==> src/design/assert_macros.svh <==
// Assertion macros shared by the colormap unit modules.
// Expects clk and arst_n in the scope of each use.
`ifndef ASSERT_MACROS_SVH
`define ASSERT_MACROS_SVH

// Implication checked on every rising edge outside reset.
`define ADCM_ASSERT_IMP(lbl, pre, post) \
	lbl: assert property (@(posedge clk) disable iff (!arst_n) (pre) |-> (post)) \
		else $error("adcm: implication violated");

// Invariant checked on every rising edge outside reset.
`define ADCM_ASSERT_ALWAYS(lbl, cond) \
	lbl: assert property (@(posedge clk) disable iff (!arst_n) (cond)) \
		else $error("adcm: invariant violated");

`endif

==> src/design/adcm_pkg.sv <==
// Shared constants, types and ramp functions of the deviation colormap unit.
// No dependencies; every other file but assert_macros.svh imports it.
package adcm_pkg;

	localparam int DEPTH      = 64;
	localparam int CNT_W      = $clog2(DEPTH + 1);
	localparam int IDX_W      = (DEPTH > 1) ? $clog2(DEPTH) : 1;
	localparam int DEV_W      = 32;
	localparam int MEM_W      = DEV_W + 1;
	localparam int U_W        = 18;
	localparam int DIV_CNT_W  = $clog2(U_W);
	localparam int CFG_IDX_W  = 2;
	localparam int FQ_DEPTH   = 2;
	localparam int FQ_PTR_W   = 1;

	// Register map of the configuration port.
	localparam logic [CFG_IDX_W-1:0] CFG_MANUAL_ENABLE = CFG_IDX_W'(0);
	localparam logic [CFG_IDX_W-1:0] CFG_MANUAL_MIN    = CFG_IDX_W'(1);
	localparam logic [CFG_IDX_W-1:0] CFG_MANUAL_MAX    = CFG_IDX_W'(2);

	// Ramp position with 8 fraction bits, full scale 1020.
	localparam logic [U_W-1:0] SEG1_U = U_W'(65280);
	localparam logic [U_W-1:0] SEG2_U = U_W'(130560);
	localparam logic [U_W-1:0] SEG3_U = U_W'(195840);
	localparam logic [U_W-1:0] UMAX_U = U_W'(261120);
	localparam logic [U_W-1:0] HALF_U = U_W'(128);

	typedef struct packed {
		logic             en;
		logic [IDX_W-1:0] addr;
		logic [MEM_W-1:0] data;   // {finite, deviation}
	} mem_wr_t;

	typedef struct packed {
		logic [DEV_W-1:0] lo;
		logic [DEV_W-1:0] hi;
		logic [CNT_W-1:0] count;
		logic             trunc;
	} job_t;

	typedef struct packed {
		logic [7:0] r;
		logic [7:0] g;
		logic [7:0] b;
	} rgb_t;

	localparam rgb_t GREEN_RGB = '{r: 8'd0, g: 8'd255, b: 8'd0};

	// Round half up to a byte, saturate at 255.
	function automatic logic [7:0] rnd_byte(logic [U_W-1:0] x);
		logic [U_W:0] s;
		s = {1'b0, x} + {1'b0, HALF_U};
		if (s[U_W:8] > (U_W - 7)'(255)) begin
			return 8'd255;
		end
		return s[15:8];
	endfunction

	// Blue-cyan-green-yellow-red ramp over u in [0, UMAX_U].
	function automatic rgb_t ramp_color(logic [U_W-1:0] u);
		rgb_t c;
		c = '0;
		if (u < SEG1_U) begin
			c.b = 8'd255;
			c.g = rnd_byte(u);
		end else if (u < SEG2_U) begin
			c.g = 8'd255;
			c.b = rnd_byte(SEG2_U - u);
		end else if (u < SEG3_U) begin
			c.g = 8'd255;
			c.r = rnd_byte(u - SEG2_U);
		end else begin
			c.r = 8'd255;
			c.g = rnd_byte(UMAX_U - u);
		end
		return c;
	endfunction

endpackage

==> src/design/adcm_stream_ifs.sv <==
// Handshake channel interfaces of the deviation colormap unit.
// Depends on adcm_pkg for the configuration index width.
interface adcm_item_if;
	logic              valid;
	logic              ready;
	logic signed [31:0] deviation;
	logic              finite;
	logic              set_last;
	modport source(output valid, deviation, finite, set_last, input ready);
	modport sink(input valid, deviation, finite, set_last, output ready);
endinterface


==> src/design/adcm_front.sv <==
// Front end: takes in the set, writes the value store, tracks bounds and
// hands one job per set to the back end. Depends on adcm_pkg, adcm_item_if.
`include "assert_macros.svh"

module adcm_front import adcm_pkg::*; (
	input  logic                    clk,
	input  logic                    arst_n,
	adcm_item_if.sink               item,
	input  logic                    manual_enable,
	input  logic signed [DEV_W-1:0] manual_min,
	input  logic signed [DEV_W-1:0] manual_max,
	output mem_wr_t                 mem_wr,
	output job_t                    job,
	output logic                    job_valid,
	input  logic                    job_ready,
	input  logic                    done
);

	logic [CNT_W-1:0]        count_q;
	logic signed [DEV_W-1:0] range_low_q;
	logic signed [DEV_W-1:0] range_high_q;
	logic                    seen_q;
	logic                    overflow_q;
	logic                    pending_q;

	logic                    accept;
	logic                    store;
	logic signed [DEV_W-1:0] low_n;
	logic signed [DEV_W-1:0] high_n;
	logic                    seen_n;
	logic [CNT_W-1:0]        count_n;
	logic                    overflow_n;
	logic                    manual_ok;

	// Hold off the next set until the back end has drained the store.
	assign item.ready = !pending_q && job_ready;

	always_comb begin
		accept     = item.valid && item.ready;
		store      = accept && (count_q < CNT_W'(DEPTH));
		low_n      = range_low_q;
		high_n     = range_high_q;
		seen_n     = seen_q;
		if (store && item.finite) begin
			if (!seen_q) begin
				low_n  = item.deviation;
				high_n = item.deviation;
			end else begin
				if (item.deviation < range_low_q) begin
					low_n = item.deviation;
				end
				if (item.deviation > range_high_q) begin
					high_n = item.deviation;
				end
			end
			seen_n = 1'b1;
		end
		count_n    = count_q + CNT_W'(store);
		overflow_n = overflow_q || (accept && !store);
		manual_ok  = manual_enable && (manual_min <= manual_max);

		if (manual_ok) begin
			job.lo = manual_min;
			job.hi = manual_max;
		end else if (seen_n) begin
			job.lo = low_n;
			job.hi = high_n;
		end else begin
			job.lo = '0;
			job.hi = '0;
		end
		job.count = count_n;
		job.trunc = overflow_n;
		job_valid = accept && item.set_last;

		mem_wr.en   = store;
		mem_wr.addr = count_q[IDX_W-1:0];
		mem_wr.data = {item.finite, item.deviation};
	end

	always_ff @(posedge clk or negedge arst_n) begin
		if (!arst_n) begin
			count_q      <= '0;
			range_low_q  <= '0;
			range_high_q <= '0;
			seen_q       <= 1'b0;
			overflow_q   <= 1'b0;
			pending_q    <= 1'b0;
		end else begin
			if (done) begin
				pending_q <= 1'b0;
			end
			if (accept) begin
				if (item.set_last) begin
					count_q      <= '0;
					range_low_q  <= '0;
					range_high_q <= '0;
					seen_q       <= 1'b0;
					overflow_q   <= 1'b0;
					pending_q    <= 1'b1;
				end else begin
					count_q      <= count_n;
					range_low_q  <= low_n;
					range_high_q <= high_n;
					seen_q       <= seen_n;
					overflow_q   <= overflow_n;
				end
			end
		end
	end

	`ADCM_ASSERT_ALWAYS(a_count_bound, count_q <= CNT_W'(DEPTH))
	`ADCM_ASSERT_IMP(a_done_needs_pending, done, pending_q)
	`ADCM_ASSERT_IMP(a_job_not_empty, job_valid, job.count != '0)

endmodule

==> src/flat_wrapper.sv <==
// flat-port wrapper written by rule: the top's interface ports become plain ports
module adcm_front_flat import adcm_pkg::*;
  (clk, arst_n, manual_enable, manual_min, manual_max, mem_wr, job, job_valid, job_ready, done, item_valid, item_deviation, item_finite, item_set_last, item_ready);
  adcm_item_if item_i ();
  input  logic clk;
  input  logic arst_n;
  input  logic manual_enable;
  input  logic signed [DEV_W-1:0] manual_min;
  input  logic signed [DEV_W-1:0] manual_max;
  output mem_wr_t mem_wr;
  output job_t job;
  output logic job_valid;
  input  logic job_ready;
  input  logic done;
  input wire logic [$bits(item_i.valid)-1:0] item_valid;
  input wire logic [$bits(item_i.deviation)-1:0] item_deviation;
  input wire logic [$bits(item_i.finite)-1:0] item_finite;
  input wire logic [$bits(item_i.set_last)-1:0] item_set_last;
  output wire logic [$bits(item_i.ready)-1:0] item_ready;
  assign item_i.valid = item_valid;
  assign item_i.deviation = item_deviation;
  assign item_i.finite = item_finite;
  assign item_i.set_last = item_set_last;
  assign item_ready = item_i.ready;
  adcm_front u_core (.clk(clk), .arst_n(arst_n), .item(item_i), .manual_enable(manual_enable), .manual_min(manual_min), .manual_max(manual_max), .mem_wr(mem_wr), .job(job), .job_valid(job_valid), .job_ready(job_ready), .done(done));
endmodule
==> config.mk <==
export PLATFORM = sky130hd
export DESIGN_NAME = adcm_front_flat
export DESIGN_NICKNAME = d
export VERILOG_FILES = /design/src/design/adcm_pkg.sv /design/src/design/adcm_stream_ifs.sv /design/src/design/adcm_front.sv /design/src/flat_wrapper.sv
export VERILOG_INCLUDE_DIRS = /design/src /design/src/design
export SDC_FILE = /design/constraint.sdc
export NUM_CORES = 1
export LEC_CHECK = 0
export BUFFER_PORTS_ARGS = -buffer_cell sky130_fd_sc_hd__buf_4
export CORE_UTILIZATION = 53
export DETAILED_ROUTE_END_ITERATION = 10
export HOLD_SLACK_MARGIN = 0.15
export PLACE_DENSITY = 0.93
export RECOVER_POWER = 25
export SETUP_SLACK_MARGIN = 0.3
export SLEW_MARGIN = 40
export SYNTH_ARGS = -nofsm -noshare
export SYNTH_HDL_FRONTEND = slang
export SYNTH_SLANG_ARGS = --single-unit
export TNS_END_PERCENT = 50
==> constraint.sdc <==
create_clock -name clk -period 3.16 [get_ports clk]
set_input_delay 0.316 -clock clk [delete_from_list [all_inputs] [get_ports clk]]
set_output_delay 0.316 -clock clk [all_outputs]
set_load 0.02 [all_outputs]
## Word-level counts from Yosys, hierarchy flattened

Cells that the tools add are included.

- Output and inout port bits: 114
- Register bits after elaboration: 74
- Word-level logic and storage cells: 38

- Add/sub/neg operators: 1
- Multiplexer cells: 17
- Reductions and logical operators: 10
- Order comparisons: 4

Operators by type and width:

| kind | count |
|---|---|
| $mux 32 | 8 |
| $mux 64 | 2 |
| $gt 32x32->1 | 1 |
| $le 32x32->1 | 1 |
| $lt 32x32->1 | 1 |
| $add 7x1->7 | 1 |
| $logic_and 1x1->1 | 7 |
| $lt 7x7->1 const B | 1 |
| $mux 7 | 1 |
| $mux 1 | 6 |
| $logic_not 1->1 | 2 |
| $logic_or 1x1->1 | 1 |

## Logic depth before layout (Yosys ltp)

- Word-level depth: 8
- Gate-level depth with buffers: 11
- Mapped depth without buffers: 9

## Worst setup path before layout

Ideal clock, no wire load.

- Path kind: register -> output
- Start: register u_core.range_high_q[26]
- End: output port job[20] (netlist bit)
- Stages on the path, launching flop included: 11
- Setup slack: 0.343 ns
- Arrival: 2.501 ns
- Path through: dfrtp_1 inv_1 ha_1 nand4_1 nor3_1 a221oi_1 and2_1 a31o_4 clkbuf_1 o21ai_0 a22oi_1

RTL lines:

| what | RTL line | text |
|---|---|---|
| from (decl) | adcm_front.sv:21 | `logic signed [DEV_W-1:0] range_high_q;` |
| from (signal assigned) | adcm_front.sv:104 | `range_high_q <= high_n;` |
| to (decl) | flat_wrapper.sv:11 | `output job_t job;` |

==> impl_metrics.json <==
{
  "post-route-min-period_ns": 3.59,
  "crit_start": "u_core.range_high_q[10]$_DFFE_PN0P_",
  "p_int_mw": 2.57,
  "synth_fa_ha_area_frac": 0.174,
  "fin_crit_sh": 1.14,
  "start_util": 0.548,
  "power.density_nw_per_um2": 418,
  "ant_nets": 0,
  "vias": 8183,
  "comb_power_share": 0.516,
  "nNetsFinal": 1289,
  "cts-root-buf": "clkbuf_16",
  "switchingPower_mw": 1.73,
  "critical_path_arrival_ns": 3.27,
  "syn_avg_cell_area_um2": 8.55,
  "worstSetupPathType": "flip-flop to primary output",
  "setup_violations": 64,
  "viasPerCell": 6.48,
  "drc": 0,
  "synth_nets": 1017,
  "place_congestion": 0.886,
  "core-area_um2": 12700,
  "rsz0062_at_grt": "yes",
  "grtUsageTotal": 0.391,
  "dr.pass1.iters": 7,
  "drtIter0Drc": 949,
  "synth_top_area_frac": 0.266,
  "status": "finished, violations left",
  "synth_top_family_by_area": "compound AO/OA/AOI/OAI gates",
  "drive_gt1_frac": 0.393,
  "setup_ws_ns": -0.428,
  "fmax_mhz": 279,
  "htree_levels": 3,
  "cts_tree": "done",
  "cp_max_fo": 6,
  "synth-compound-area-share": 0.275,
  "holdWs_ns": 0.276,
  "startpoint_type": "flip-flop",
  "ys_async_sr_fraction": 1.00,
  "synth-simple-area-share": 0.0956,
  "ys_ff_latch": 74,
  "clockBufferDepth": 2,
  "worstSetupEndpointType": "primary output",
  "fin_setup_tns_ns": -18.06,
  "antenna_found_initial": 0,
  "r2r_start": "u_core.range_high_q[14]$_DFFE_PN0P_",
  "peakVddDrop_mv": 0.221,
  "hold_viol": 0,
  "seq_power_share": 0.262,
  "dpl.hpwl_um": 16800,
  "max-slew-margin-rel": -0.318,
  "maxCapViolations": 1,
  "yosysSeqAreaShare": 0.266,
  "synth.area.mux_share": 0.0459,
  "clk_pin_slew_worst_paths_ns": 0.06,
  "fp-row-count": 41,
  "netlist_area_um2": 6970,
  "worstPathRequired_ns": 2.84,
  "io_pins": 218,
  "grt_pass1_vias": 7793,
  "wl_um": 28100,
  "synth_xor_area_frac": 0.00628,
  "area_growth_syn_to_layout_pct": 47.6,
  "mostFrequentLayoutCells": "buf_4 (271), inv_1 (101), ha_1 (83)",
  "numClockSinks": 74,
  "skew_ns": 0.00987,
  "diodes": 0,
  "cts_buffers": 9,
  "layout_commonest_cell": "buf_4",
  "die_w_um": 117,
  "p_sw_frac": 0.402,
  "yosys_warnings": 0,
  "routedWlPerCell_um": 22.3,
  "synth_edf_count": 0,
  "die-area_um2": 13600,
  "synth_top_cell_by_area": "dfrtp_1",
  "yosys_most_used_dff": "dfrtp_1",
  "min_from": "item_deviation[3]",
  "synth_area_leaders": "dfrtp_1 (27%), ha_1 (17%), inv_1 (5.7%)",
  "worstSkewPairLatency_ns": 0.34,
  "p_clk_frac": 0.222,
  "synthCells": 816,
  "tightest_slew_ns": 1.98,
  "port_buffers": 217,
  "min_path_type": "input port to flip-flop",
  "grt_max_degree": 75,
  "maxSlewViolCount": 75,
  "violations": "max-capacitance violations, max-slew violations, negative setup slack",
  "grt_overflow": 0,
  "fp.dieH_um": 117,
  "grt_pass1_wl_um": 40300,
  "p_leak_nw": 4.95,
  "synth_cell_types": 61
}
worst max-delay path, cell delays in order, from the launching register on:
cell and delay [ns]:
dfrtp_1 0.42, inv_1 0.18, ha_1 0.31, nand4_1 0.19
nor2_1 0.09, a2111oi_2 0.30, o211ai_1 0.19, buf_4 0.18
a311oi_4 0.28, buf_6 0.19, buf_6 0.14, a21oi_1 0.08
a22oi_1 0.18, buf_4 0.19
cell families after synthesis:
logic type | Yosys count
compound gates | 288
buf+inv | 186
simple gates | 134
fa+ha+maj | 97
flops | 74
mux | 32
xor+xnor | 5
metrics by stage:
| step | std cells | cell area, um^2 | worst slack [ns] | util | power [mW] |
|---|---|---|---|---|---|
| 2_1_floorplan | 816 | 6970 | 0.343 | - | 2.13 |
| 3_3_place_gp | 1196 | 8860 | -0.156 | 0.696 | 2.80 |
| 3_5_place_dp | 1196 | 8860 | -0.0874 | 0.697 | 2.85 |
| 4_1_cts | 1250 | 10000 | -0.215 | 0.789 | 4.06 |
| 5_1_grt | 1263 | 10300 | -0.571 | 0.809 | 4.46 |
| 6_report | 1263 | 10300 | -0.428 | 0.809 | 4.30 |
metal layers:
layer  GRT usage  share of wire  vias to the layer above
met3      0.0877           0.11                      193
li1            -              -                     3476
met2       0.644           0.47                      694
met5           0              0                        -
met1       0.469           0.36                     3820
met4       0.231          0.060                        0
final timing paths:
check	to	slack (ns)	cells past startpoint
max in group asynchronous	u_core.range_high_q[25]$_DFFE_PN0P_	0.91	2
worst max register to register	u_core.range_high_q[14]$_DFFE_PN0P_	0.02	13
worst max-delay path	job[9]	-0.43	13
worst min register to register	u_core.range_high_q[3]$_DFFE_PN0P_	0.53	1
min in group asynchronous	u_core.range_low_q[6]$_DFFE_PN0P_	1.07	2
worst min-delay path	u_core.range_high_q[3]$_DFFE_PN0P_	0.28	2
repair_timing:
action,4_1_cts,5_1_grt
setup endpoints to repair,95,107
hold buffers,2,0
pin swaps,92,35
gates cloned,9,2
buffers inserted,29,11
endpoints found under the hold margin,75,0
resized for setup,113,62
sequential cells by signal, indices dropped and copies added, names as in the netlist:
signal / flops
u_core.pending_q: 1
u_core.seen_q: 1
u_core.count_q: 7
u_core.overflow_q: 1
u_core.range_low_q: 32
u_core.range_high_q: 32
final cells by class:
cell class,instances,area (um^2)
clock buffer,11,243
clock inverter,3,17.5
fill,790,2430
inverter,106,398
multi-input combinational,557,4820
sequential,74,1850
tap,172,215
timing repair buffer,340,2750
power by group through the flow:
stage	Sequential, mW	Combinational, mW	Clock, mW
floorplan	1.10	1.03	0
global placement	1.11	1.69	0
detailed placement	1.12	1.74	0
CTS	1.11	2.00	0.947
global route	1.13	2.34	0.994
finish	1.13	2.22	0.956
cell usage after synthesis (3+ instances only):
| library cell | instances |
|---|---|
| nor3_1 | 3 |
| a22oi_1 | 32 |
| mux2i_1 | 32 |
| dfrtp_1 | 74 |
| and2_1 | 4 |
| o22ai_1 | 24 |
| nor2_1 | 13 |
| o211ai_1 | 3 |
| buf_2 | 14 |
| a221oi_1 | 3 |
| ha_1 | 97 |
| inv_1 | 106 |
| a21o_1 | 4 |
| a211oi_1 | 3 |
| buf_6 | 12 |
| clkbuf_1 | 10 |
| nand2_1 | 66 |
| o21ai_1 | 26 |
| a22o_1 | 44 |
| nor4_1 | 5 |
| o21ai_0 | 54 |
| o21a_1 | 3 |
| a21oi_1 | 72 |
| nand4_1 | 15 |
| xnor2_1 | 3 |
| nand3_1 | 11 |
| buf_4 | 41 |
Note: power is estimated with default switching activity, not from simulation.
