**src/design/assert_macros.svh**
```systemverilog
// Assertion macros shared by the colormap unit modules.
// Expects clk and arst_n in the scope of each use.
`ifndef ASSERT_MACROS_SVH
`define ASSERT_MACROS_SVH

// Implication checked on every rising edge outside reset.
`define ADCM_ASSERT_IMP(lbl, pre, post) \
	lbl: assert property (@(posedge clk) disable iff (!arst_n) (pre) |-> (post)) \
		else $error("adcm: implication violated");

// Invariant checked on every rising edge outside reset.
`define ADCM_ASSERT_ALWAYS(lbl, cond) \
	lbl: assert property (@(posedge clk) disable iff (!arst_n) (cond)) \
		else $error("adcm: invariant violated");

`endif

```
**src/design/adcm_pkg.sv**
```systemverilog
// Shared constants, types and ramp functions of the deviation colormap unit.
// No dependencies; every other file but assert_macros.svh imports it.
package adcm_pkg;

	localparam int DEPTH      = 64;
	localparam int CNT_W      = $clog2(DEPTH + 1);
	localparam int IDX_W      = (DEPTH > 1) ? $clog2(DEPTH) : 1;
	localparam int DEV_W      = 32;
	localparam int MEM_W      = DEV_W + 1;
	localparam int U_W        = 18;
	localparam int DIV_CNT_W  = $clog2(U_W);
	localparam int CFG_IDX_W  = 2;
	localparam int FQ_DEPTH   = 2;
	localparam int FQ_PTR_W   = 1;

	// Register map of the configuration port.
	localparam logic [CFG_IDX_W-1:0] CFG_MANUAL_ENABLE = CFG_IDX_W'(0);
	localparam logic [CFG_IDX_W-1:0] CFG_MANUAL_MIN    = CFG_IDX_W'(1);
	localparam logic [CFG_IDX_W-1:0] CFG_MANUAL_MAX    = CFG_IDX_W'(2);

	// Ramp position with 8 fraction bits, full scale 1020.
	localparam logic [U_W-1:0] SEG1_U = U_W'(65280);
	localparam logic [U_W-1:0] SEG2_U = U_W'(130560);
	localparam logic [U_W-1:0] SEG3_U = U_W'(195840);
	localparam logic [U_W-1:0] UMAX_U = U_W'(261120);
	localparam logic [U_W-1:0] HALF_U = U_W'(128);

	typedef struct packed {
		logic             en;
		logic [IDX_W-1:0] addr;
		logic [MEM_W-1:0] data;   // {finite, deviation}
	} mem_wr_t;

	typedef struct packed {
		logic [DEV_W-1:0] lo;
		logic [DEV_W-1:0] hi;
		logic [CNT_W-1:0] count;
		logic             trunc;
	} job_t;

	typedef struct packed {
		logic [7:0] r;
		logic [7:0] g;
		logic [7:0] b;
	} rgb_t;

	localparam rgb_t GREEN_RGB = '{r: 8'd0, g: 8'd255, b: 8'd0};

	// Round half up to a byte, saturate at 255.
	function automatic logic [7:0] rnd_byte(logic [U_W-1:0] x);
		logic [U_W:0] s;
		s = {1'b0, x} + {1'b0, HALF_U};
		if (s[U_W:8] > (U_W - 7)'(255)) begin
			return 8'd255;
		end
		return s[15:8];
	endfunction

	// Blue-cyan-green-yellow-red ramp over u in [0, UMAX_U].
	function automatic rgb_t ramp_color(logic [U_W-1:0] u);
		rgb_t c;
		c = '0;
		if (u < SEG1_U) begin
			c.b = 8'd255;
			c.g = rnd_byte(u);
		end else if (u < SEG2_U) begin
			c.g = 8'd255;
			c.b = rnd_byte(SEG2_U - u);
		end else if (u < SEG3_U) begin
			c.g = 8'd255;
			c.r = rnd_byte(u - SEG2_U);
		end else begin
			c.r = 8'd255;
			c.g = rnd_byte(UMAX_U - u);
		end
		return c;
	endfunction

endpackage

```
**src/design/adcm_stream_ifs.sv**
```systemverilog


interface adcm_color_if;
	logic       valid;
	logic       ready;
	logic [7:0] red;
	logic [7:0] green;
	logic [7:0] blue;
	logic       truncated;
	logic       run_last;
	modport source(output valid, red, green, blue, truncated, run_last, input ready);
	modport sink(input valid, red, green, blue, truncated, run_last, output ready);
endinterface


```
**src/design/adcm_back.sv**
```systemverilog
// Back end: value store, bit-serial divider and ramp lookup; emits one
// colour per stored item. Depends on adcm_pkg and adcm_color_if.
`include "assert_macros.svh"

module adcm_back import adcm_pkg::*; (
	input  logic         clk,
	input  logic         arst_n,
	input  mem_wr_t      mem_wr,
	input  job_t         job,
	input  logic         job_valid,
	output logic         job_ready,
	output logic         done,
	adcm_color_if.source color
);

	typedef enum logic [2:0] {
		B_IDLE,
		B_READ,
		B_LOAD,
		B_MUL,
		B_DIV,
		B_COLOR
	} bstate_t;

	localparam int PROD_W = DEV_W + U_W;

	bstate_t              state_q;
	logic [MEM_W-1:0]     store_q [DEPTH];
	logic [MEM_W-1:0]     rd_data_q;
	logic [CNT_W-1:0]     idx_q;
	logic                 out_valid_q;
	rgb_t                 out_rgb_q;
	logic                 out_trunc_q;
	logic                 out_last_q;
	logic                 done_q;

	logic [DEV_W-1:0]     lo_q;
	logic [DEV_W-1:0]     hi_q;
	logic [CNT_W-1:0]     count_q;
	logic                 trunc_q;
	logic [DEV_W:0]       span_q;
	logic [DEV_W-1:0]     diff_q;
	logic                 green_q;
	logic [DEV_W-1:0]     rem_q;
	logic [U_W-1:0]       num_lo_q;
	logic [DIV_CNT_W-1:0] div_cnt_q;

	logic [DEV_W-1:0]     d_w;
	logic                 fin_w;
	logic [DEV_W:0]       diff_w;
	logic [DEV_W:0]       span_w;
	logic                 span_pos_w;
	logic                 green_w;
	logic                 le_w;
	logic                 ge_w;
	logic [PROD_W-1:0]    prod_w;
	logic [DEV_W:0]       trial_w;
	logic                 take_w;
	logic [DEV_W:0]       sub_w;
	rgb_t                 rgb_w;
	logic [CNT_W-1:0]     idx_next_w;
	logic                 last_w;
	logic                 load_out_w;

	assign job_ready       = (state_q == B_IDLE);
	assign done            = done_q;
	assign color.valid     = out_valid_q;
	assign color.red       = out_rgb_q.r;
	assign color.green     = out_rgb_q.g;
	assign color.blue      = out_rgb_q.b;
	assign color.truncated = out_trunc_q;
	assign color.run_last  = out_last_q;

	always_comb begin
		d_w        = rd_data_q[DEV_W-1:0];
		fin_w      = rd_data_q[DEV_W];
		diff_w     = {d_w[DEV_W-1], d_w} - {lo_q[DEV_W-1], lo_q};
		span_w     = {job.hi[DEV_W-1], job.hi} - {job.lo[DEV_W-1], job.lo};
		span_pos_w = !span_q[DEV_W] && (span_q != '0);
		green_w    = !fin_w || !span_pos_w;
		le_w       = diff_w[DEV_W] || (diff_w == '0);
		ge_w       = ($signed(d_w) >= $signed(hi_q));
		prod_w     = PROD_W'(diff_q) * PROD_W'(UMAX_U);
		trial_w    = {rem_q, num_lo_q[U_W-1]};
		take_w     = (trial_w >= span_q);
		sub_w      = trial_w - span_q;
		rgb_w      = green_q ? GREEN_RGB : ramp_color(num_lo_q);
		idx_next_w = idx_q + CNT_W'(1);
		last_w     = (idx_next_w == count_q);
		load_out_w = (state_q == B_COLOR) && (!out_valid_q || color.ready);
	end

	// Value store: one write port from the front end, one registered read.
	always_ff @(posedge clk) begin
		if (mem_wr.en) begin
			store_q[mem_wr.addr] <= mem_wr.data;
		end
		rd_data_q <= store_q[idx_q[IDX_W-1:0]];
	end

	// Datapath registers.
	always_ff @(posedge clk) begin
		case (state_q)
			B_IDLE: begin
				if (job_valid) begin
					lo_q    <= job.lo;
					hi_q    <= job.hi;
					count_q <= job.count;
					trunc_q <= job.trunc;
					span_q  <= span_w;
				end
			end
			B_LOAD: begin
				green_q <= green_w;
				diff_q  <= diff_w[DEV_W-1:0];
				if (green_w || le_w) begin
					num_lo_q <= '0;
				end else if (ge_w) begin
					num_lo_q <= UMAX_U;
				end
			end
			B_MUL: begin
				rem_q     <= prod_w[PROD_W-1:U_W];
				num_lo_q  <= prod_w[U_W-1:0];
				div_cnt_q <= '0;
			end
			B_DIV: begin
				rem_q     <= take_w ? sub_w[DEV_W-1:0] : trial_w[DEV_W-1:0];
				num_lo_q  <= {num_lo_q[U_W-2:0], take_w};
				div_cnt_q <= div_cnt_q + DIV_CNT_W'(1);
			end
			default: begin
			end
		endcase
	end

	// Sequencer and output register.
	always_ff @(posedge clk or negedge arst_n) begin
		if (!arst_n) begin
			state_q     <= B_IDLE;
			idx_q       <= '0;
			out_valid_q <= 1'b0;
			out_rgb_q   <= '0;
			out_trunc_q <= 1'b0;
			out_last_q  <= 1'b0;
			done_q      <= 1'b0;
		end else begin
			done_q <= load_out_w && last_w;
			if (load_out_w) begin
				out_valid_q <= 1'b1;
			end else if (color.ready) begin
				out_valid_q <= 1'b0;
			end
			case (state_q)
				B_IDLE: begin
					if (job_valid) begin
						idx_q   <= '0;
						state_q <= B_READ;
					end
				end
				B_READ: begin
					state_q <= B_LOAD;
				end
				B_LOAD: begin
					if (green_w || le_w || ge_w) begin
						state_q <= B_COLOR;
					end else begin
						state_q <= B_MUL;
					end
				end
				B_MUL: begin
					state_q <= B_DIV;
				end
				B_DIV: begin
					if (div_cnt_q == DIV_CNT_W'(U_W - 1)) begin
						state_q <= B_COLOR;
					end
				end
				B_COLOR: begin
					if (load_out_w) begin
						out_rgb_q   <= rgb_w;
						out_trunc_q <= trunc_q;
						out_last_q  <= last_w;
						idx_q       <= idx_next_w;
						if (last_w) begin
							state_q <= B_IDLE;
						end else begin
							state_q <= B_READ;
						end
					end
				end
				default: begin
					state_q <= B_IDLE;
				end
			endcase
		end
	end

	`ADCM_ASSERT_IMP(a_rem_below_span, state_q == B_DIV, {1'b0, rem_q} < span_q)
	`ADCM_ASSERT_IMP(a_u_in_range, (state_q == B_COLOR) && !green_q, num_lo_q <= UMAX_U)
	`ADCM_ASSERT_IMP(a_done_after_last, done_q, out_valid_q && out_last_q)

endmodule

```
**src/flat_wrapper.sv**
```systemverilog
// flat-port wrapper written by rule: the top's interface ports become plain ports
module adcm_back_flat import adcm_pkg::*;
  (clk, arst_n, mem_wr, job, job_valid, job_ready, done, color_valid, color_red, color_green, color_blue, color_truncated, color_run_last, color_ready);
  adcm_color_if color_i ();
  input  logic clk;
  input  logic arst_n;
  input  mem_wr_t mem_wr;
  input  job_t job;
  input  logic job_valid;
  output logic job_ready;
  output logic done;
  output wire logic [$bits(color_i.valid)-1:0] color_valid;
  output wire logic [$bits(color_i.red)-1:0] color_red;
  output wire logic [$bits(color_i.green)-1:0] color_green;
  output wire logic [$bits(color_i.blue)-1:0] color_blue;
  output wire logic [$bits(color_i.truncated)-1:0] color_truncated;
  output wire logic [$bits(color_i.run_last)-1:0] color_run_last;
  input wire logic [$bits(color_i.ready)-1:0] color_ready;
  assign color_valid = color_i.valid;
  assign color_red = color_i.red;
  assign color_green = color_i.green;
  assign color_blue = color_i.blue;
  assign color_truncated = color_i.truncated;
  assign color_run_last = color_i.run_last;
  assign color_i.ready = color_ready;
  adcm_back u_core (.clk(clk), .arst_n(arst_n), .mem_wr(mem_wr), .job(job), .job_valid(job_valid), .job_ready(job_ready), .done(done), .color(color_i));
endmodule
```
**config.mk**
```make
export PLATFORM = sky130hd
export DESIGN_NAME = adcm_back_flat
export DESIGN_NICKNAME = d
export VERILOG_FILES = /design/src/design/adcm_pkg.sv /design/src/design/adcm_stream_ifs.sv /design/src/design/adcm_back.sv /design/src/flat_wrapper.sv
export VERILOG_INCLUDE_DIRS = /design/src /design/src/design
export SDC_FILE = /design/constraint.sdc
export NUM_CORES = 2
export LEC_CHECK = 0
export BUFFER_PORTS_ARGS = -buffer_cell sky130_fd_sc_hd__clkbuf_2
export CORE_UTILIZATION = 32
export CTS_CLUSTER_SIZE = 12
export DETAILED_ROUTE_END_ITERATION = 10
export GPL_TIMING_DRIVEN = 0
export HOLD_SLACK_MARGIN = 0.12
export SLEW_MARGIN = 20
export SYNTH_ARGS = -nofsm -noshare
export SYNTH_HDL_FRONTEND = slang
export SYNTH_SLANG_ARGS = --single-unit
```
**constraint.sdc**
```tcl
create_clock -name clk -period 7.1 [get_ports clk]
set_clock_uncertainty 0.1 [all_clocks]
set_input_delay 0.355 -clock clk [delete_from_list [all_inputs] [get_ports clk]]
set_output_delay 0.355 -clock clk [all_outputs]
set_load 0.01 [all_outputs]
```
# ---- Word level (Yosys, flattened, before mapping)
# Memory sizes are Yosys's and may differ from the RTL's. A register that Yosys moved wholly into a read port is not among the register bits.
# Index checks and enable logic that the tools add are counted.
dict set report word_totals {
  register_bits 231
  ram_bits 2112
  inputBits 116
  out_inout_bits 29
  word_cells 124
  memories 1
}
dict set report op_classes {
  add_sub_neg 12
  mul 1
  order_cmp 9
  n_eq_ne 11
  n_mux 47
  n_reduce_logical 24
}
# name words word_bits rd rd_ports_with_merged_regs write_ports line
set memory_table {}
lappend memory_table {u_core.store_q 64 33 1 1 1 adcm_back.sv:28} ;# logic [MEM_W-1:0] store_q [DEPTH];
# cell n
set ops {}
lappend ops {{8-bit two-way mux} 12}
lappend ops {{18-bit by 8-bit adder with 19-bit output, second input constant} 4}
lappend ops {{32-bit by 32-bit subtractor with 33-bit output} 2}
lappend ops {{32-bit one-hot mux with 2 select lines} 1}
lappend ops {{18-bit one-hot mux with 3 select lines} 1}
lappend ops {{11-bit by 8-bit > comparator with 1-bit output, second input constant} 4}
lappend ops {{32-bit by 8-bit multiplier with 40-bit output, second input constant} 1}
lappend ops {{18-bit two-way mux} 2}
lappend ops {{33-bit greater-or-equal comparator} 1}
lappend ops {{33-bit logical NOT} 1}
lappend ops {{33-bit nonzero test} 1}
lappend ops {{32-bit greater-or-equal comparator} 1}
lappend ops {{16-bit two-way mux} 2}
lappend ops {{32-bit two-way mux} 1}
lappend ops {{32-bit subtractor} 1}
lappend ops {{24-bit two-way mux} 1}
lappend ops {{18-bit by 16-bit < comparator with 1-bit output, second input constant} 1}
lappend ops {{18-bit by 17-bit < comparator with 1-bit output, second input constant} 1}
lappend ops {{18-bit < comparator, second input constant} 1}
lappend ops {{1-bit two-way mux} 18}
lappend ops {{3-bit one-hot mux with 6 select lines} 1}
lappend ops {{17-bit by 18-bit subtractor with 18-bit output, first input constant} 1}
lappend ops {{18-bit by 17-bit subtractor with 18-bit output, second input constant} 1}
lappend ops {{18-bit subtractor, first input constant} 1}
lappend ops {{22 further kinds} 43}

# ---- Logic depth before layout (Yosys ltp)
dict set report logic_depth {
  depth_word 12
  ltp_mapped 21
  depth_no_buf 20
}

# ---- Worst setup path after synthesis
# Ideal clock, no wire load.
dict set report synth_path {
  path_kind {reg-to-reg}
  start {register u_core.diff_q[6]}
  end {register u_core.rem_q[31], data pin}
  arrival_ps 5125
  slack_ps 1611
  stages_incl_launch_ff 20
  n_path_buf 0
  synth_period_minus_slack_ps 5489
  cell_sequence {edfxtp_1 inv_1 fa_1 fa_1 inv_1 fa_1 inv_1 fa_1 inv_1 ha_1 a221oi_1 a221o_1 nand4_1 a31oi_1 o21ba_2 o21ai_0 o21a_1 o21ai_0 mux2i_1 o41a_1}
}
dict set report synth_via {
  elab_chain_cells 2
}
# item line
set synth_lines {}
lappend synth_lines {{start: declaration} adcm_back.sv:42} ;# logic [DEV_W-1:0] diff_q;
lappend synth_lines {{start signal: assignment} adcm_back.sv:115} ;# diff_q <= diff_w[DEV_W-1:0];
lappend synth_lines {{32-bit by 8-bit multiplier with 40-bit output} adcm_back.sv:83} ;# prod_w = PROD_W'(diff_q) * PROD_W'(UMAX_U);
lappend synth_lines {{32-bit one-hot mux with 2 select lines} adcm_back.sv:103} ;# case (state_q)
lappend synth_lines {{end signal: assignment} adcm_back.sv:123} ;# rem_q <= prod_w[PROD_W-1:U_W];
lappend synth_lines {{end signal: assignment} adcm_back.sv:128} ;# rem_q <= take_w ? sub_w[DEV_W-1:0] : trial_w[DEV_W-1:0];
lappend synth_lines {{end: declaration} adcm_back.sv:44} ;# logic [DEV_W-1:0] rem_q;
# Every way passes these cells.
# A chain may end at the register's enable or synchronous reset.

# ---- Worst setup path after layout
dict set report layout_path {
  start {register u_core.diff_q[4]}
  end {register u_core.rem_q[30], data pin}
}
# Same word-level chain as after synthesis.

==> impl_metrics.env <==
export IMPL_status="finished clean"
export IMPL_cts_tree="done"
export IMPL_hpwl_um=197900
export IMPL_ys_types=78
export IMPL_gp_congestion=0.8955
export IMPL_min_path_type="primary input to asynchronous set/reset pin"
export IMPL_setup_tns_final_ns=0
export IMPL_routed_wirelength_um=289100
export IMPL_cts_buffers=237
export IMPL_fmax_mhz=151.6
export IMPL_cts_htree_levels=4
export IMPL_post_drt_wl_per_cell_um=28.12
export IMPL_max_cap_violations=0
export IMPL_reg2reg_slack_ns=0.50
export IMPL_clock_latency_ns=0.93
export IMPL_clock_path_buffers=4
export IMPL_start_util=0.3215
export IMPL_firstDrtPassIters=6
export IMPL_tightest_slew_ns=1.179
export IMPL_finalHoldViolations=0
export IMPL_yosysSeqAreaShare=0.6926
export IMPL_yosys_top_cells_area="edfxtp_1 (68%), mux4_2 (15%), fa_1 (3.0%)"
export IMPL_drt_vias_per_instance=5.321
export IMPL_grt_max_degree=65
export IMPL_path_cells="inv_1, fa_1, fa_1, inv_1, fa_1, inv_1, fa_1, inv_1, ha_1, o21a_1, o21ai_0, o31a_1, a311oi_1, a21oi_1, o21ai_0, nand2_1, a211o_1, o21ai_0, xnor2_1, mux2i_1"
export IMPL_setup_viol=0
export IMPL_die_y_um=567.3
export IMPL_worstSetupEndpointType="flip-flop"
export IMPL_yosys_area_share_simple=0.02731
export IMPL_syn_avg_cell_area_um2=19.15
export IMPL_post_cts_buffers=0
export IMPL_grt_pass1_vias=55124
export IMPL_final_layout_size_suffix_gt1_frac=0.2251
export IMPL_slew_viol_final=0
export IMPL_async_flop_share=0.01599
export IMPL_finalCritPeriodShare=0.9291
export IMPL_syn_area_mm2=0.1023
export IMPL_drc=0
export IMPL_grt_overflow_total=0
export IMPL_die_x_um=567.3
export IMPL_synthAdderAreaFrac=0.05417
export IMPL_grt_util_all_layers=0.1771
export IMPL_synth_top_area_frac=0.6768
export IMPL_yosys_warnings=0
export IMPL_synthFlopType="edfxtp_1"
export IMPL_synth_xor_area_share=0.01447
export IMPL_synth_top_family_by_area="multiplexers"
export IMPL_synth_compound_area_frac=0.03468
export IMPL_synth_edf_count=2305
export IMPL_cp_max_fo=5
export IMPL_rr_worst_depth=20
export IMPL_arrival_ns=7.07
export IMPL_cp_slowest_cell="a311oi_1"
export IMPL_n_fill_cell=28732
export IMPL_core_area_mm2=0.3181
export IMPL_mostFrequentLayoutCell="edfxtp_1"
export IMPL_dr_first_iter_drc_count=6958
export IMPL_required_ns=7.57
export IMPL_synth_mux_area_frac=0.1541
export IMPL_rsz0062_at_grt="false"
export IMPL_die_area_mm2=0.3219
export IMPL_mostFrequentLayoutCells="edfxtp_1 (2305), mux4_2 (693), inv_1 (400), clkbuf_16 (244), clkbuf_1 (202)"
export IMPL_ys_ff_latch=2376
export IMPL_vias=54705
export IMPL_max_slew_margin=0.2142
export IMPL_final_antenna_net_count=0
export IMPL_clk_pin_slew_ns=0.07
export IMPL_nets=6434
export IMPL_finalWorstPathRequiredPeriod_ns=6.597
export IMPL_critPathMaxStageDelay_ns=0.70
export IMPL_antenna_found_initial=47
export IMPL_ios=145
export IMPL_grt_pass1_wl_um=407300
export IMPL_clock_sinks=2376
export IMPL_synthToLayoutAreaGrowth_pct=16.96
export IMPL_root_buffer="clkbuf_16"
export IMPL_port_buffers=137
export IMPL_rows=207
export IMPL_start_kind="flip-flop"
export IMPL_path_class="flip-flop to flip-flop"
export IMPL_yosysTopAreaCell="edfxtp_1"
export IMPL_syn_num_nets=5808
export IMPL_syn_inst=5341
-- sequential cells by signal, summed over array words and instances (netlist names) --
| signal | count |
|---|---|
| u_core.count_q | 7 |
| u_core.lo_q | 32 |
| u_core.color.red | 8 |
| u_core.color.run_last | 1 |
| u_core.hi_q | 32 |
| u_core.color.blue | 8 |
| u_core.rd_data_q | 33 |
| u_core.store_q | 2112 |
| u_core.green_q | 1 |
| u_core.diff_q | 32 |
| u_core.rem_q | 32 |
| u_core.done | 1 |
| u_core.color.green | 8 |
| u_core.span_q | 33 |
| u_core.num_lo_q | 18 |
| u_core.trunc_q | 1 |
| u_core.div_cnt_q | 5 |
| u_core.idx_q | 7 |
| u_core.color.valid | 1 |
| u_core.color.truncated | 1 |
| u_core.state_q | 3 |
-- layer usage --
layer / global-route usage / wire [µm] / up-vias
met1: 0.2497 / 121200 / 28999
met4: 0.05267 / 9113 / 30
met5: 0 / 207 / -
met3: 0.03814 / 26530 / 431
li1: - / - / 22686
met2: 0.2745 / 132100 / 2559
-- cell usage after synthesis (78+ instances only) --
cell type and n:
edfxtp_1 2305, mux4_2 693, inv_1 402, ha_1 198, nor2_1 197, clkbuf_1 175
fa_1 153, a21oi_1 152, nand2_1 122, xnor2_1 104, o21ai_0 103, a21o_1 78
-- final cells by class --
| class | instances | area [µm²] | area share |
|---|---|---|---|
| Antenna cell | 17 | 42.54 | 0.0003557 |
| Buffer | 213 | 885.9 | 0.007406 |
| Clock buffer | 323 | 6523 | 0.05453 |
| Clock inverter | 32 | 306.5 | 0.002563 |
| Inverter | 403 | 1513 | 0.01265 |
| Multi-Input combinational cell | 2349 | 29620 | 0.2477 |
| Sequential cell | 2376 | 70830 | 0.5921 |
| Tap cell | 4180 | 5230 | 0.04372 |
| Timing Repair Buffer | 387 | 4662 | 0.03898 |
-- cell families after synthesis --
| logic type | count (synthesis) |
|---|---|
| AOI/OAI and AO/OA | 541 |
| DFF | 2376 |
| xor gates and xnor gates | 169 |
| muxes | 708 |
| adders and majority gates | 351 |
| and+or+nand+nor | 580 |
| buffers and inverters | 616 |
-- metrics by stage --
| step | setup WS [ns] | hold WS, ns | cells | instance area, µm² | utilization |
|---|---|---|---|---|---|
| 2_1_floorplan | 1.611 | -0.04059 | 5341 | 102300 | - |
| 3_5_place_dp | 0.4901 | 0.3353 | 9764 | 111300 | 0.3498 |
| 5_1_grt | 0.07929 | 0.1544 | 10263 | 119600 | 0.3759 |
| 6_report | 0.5031 | 0.1266 | 10280 | 119600 | 0.3761 |
| 3_3_place_gp | 0.5089 | 0.3447 | 9658 | 108200 | 0.3401 |
| 4_1_cts | 0.4624 | 0.1203 | 10258 | 119500 | 0.3756 |
-- timing repair --
item	in CTS	in global routing
resized for setup	0	0
endpoints found under the hold margin	648	256
hold buffers	139	4
-- final timing paths --
check,from,endpoint
worst max-delay path,u_core.diff_q[4],u_core.rem_q[30]
worst min-delay path,arst_n,u_core.color.blue[1]
worst max register to register,u_core.diff_q[4],u_core.rem_q[30]
worst min register to register,u_core.trunc_q,u_core.color.truncated
max in group asynchronous,arst_n,u_core.color.green[3]
min in group clk,mem_wr[8],u_core.store_q[58][8]
-- worst max-delay path: cells and delay by family, from the launching register on --
family,cells,cell delay [ns]
XOR/XNOR,1,0.18
buffers and inverters,4,0.27
multiplexers,1,0.10
flip-flops,1,0.55
adder cells (fa/ha/maj),5,2.53
AND/OR/NAND/NOR,1,0.11
AO/OA/AOI/OAI,8,2.46
Power is not shown: default switching activity piles up to over one toggle a cycle in this logic, so the estimate is an artifact.
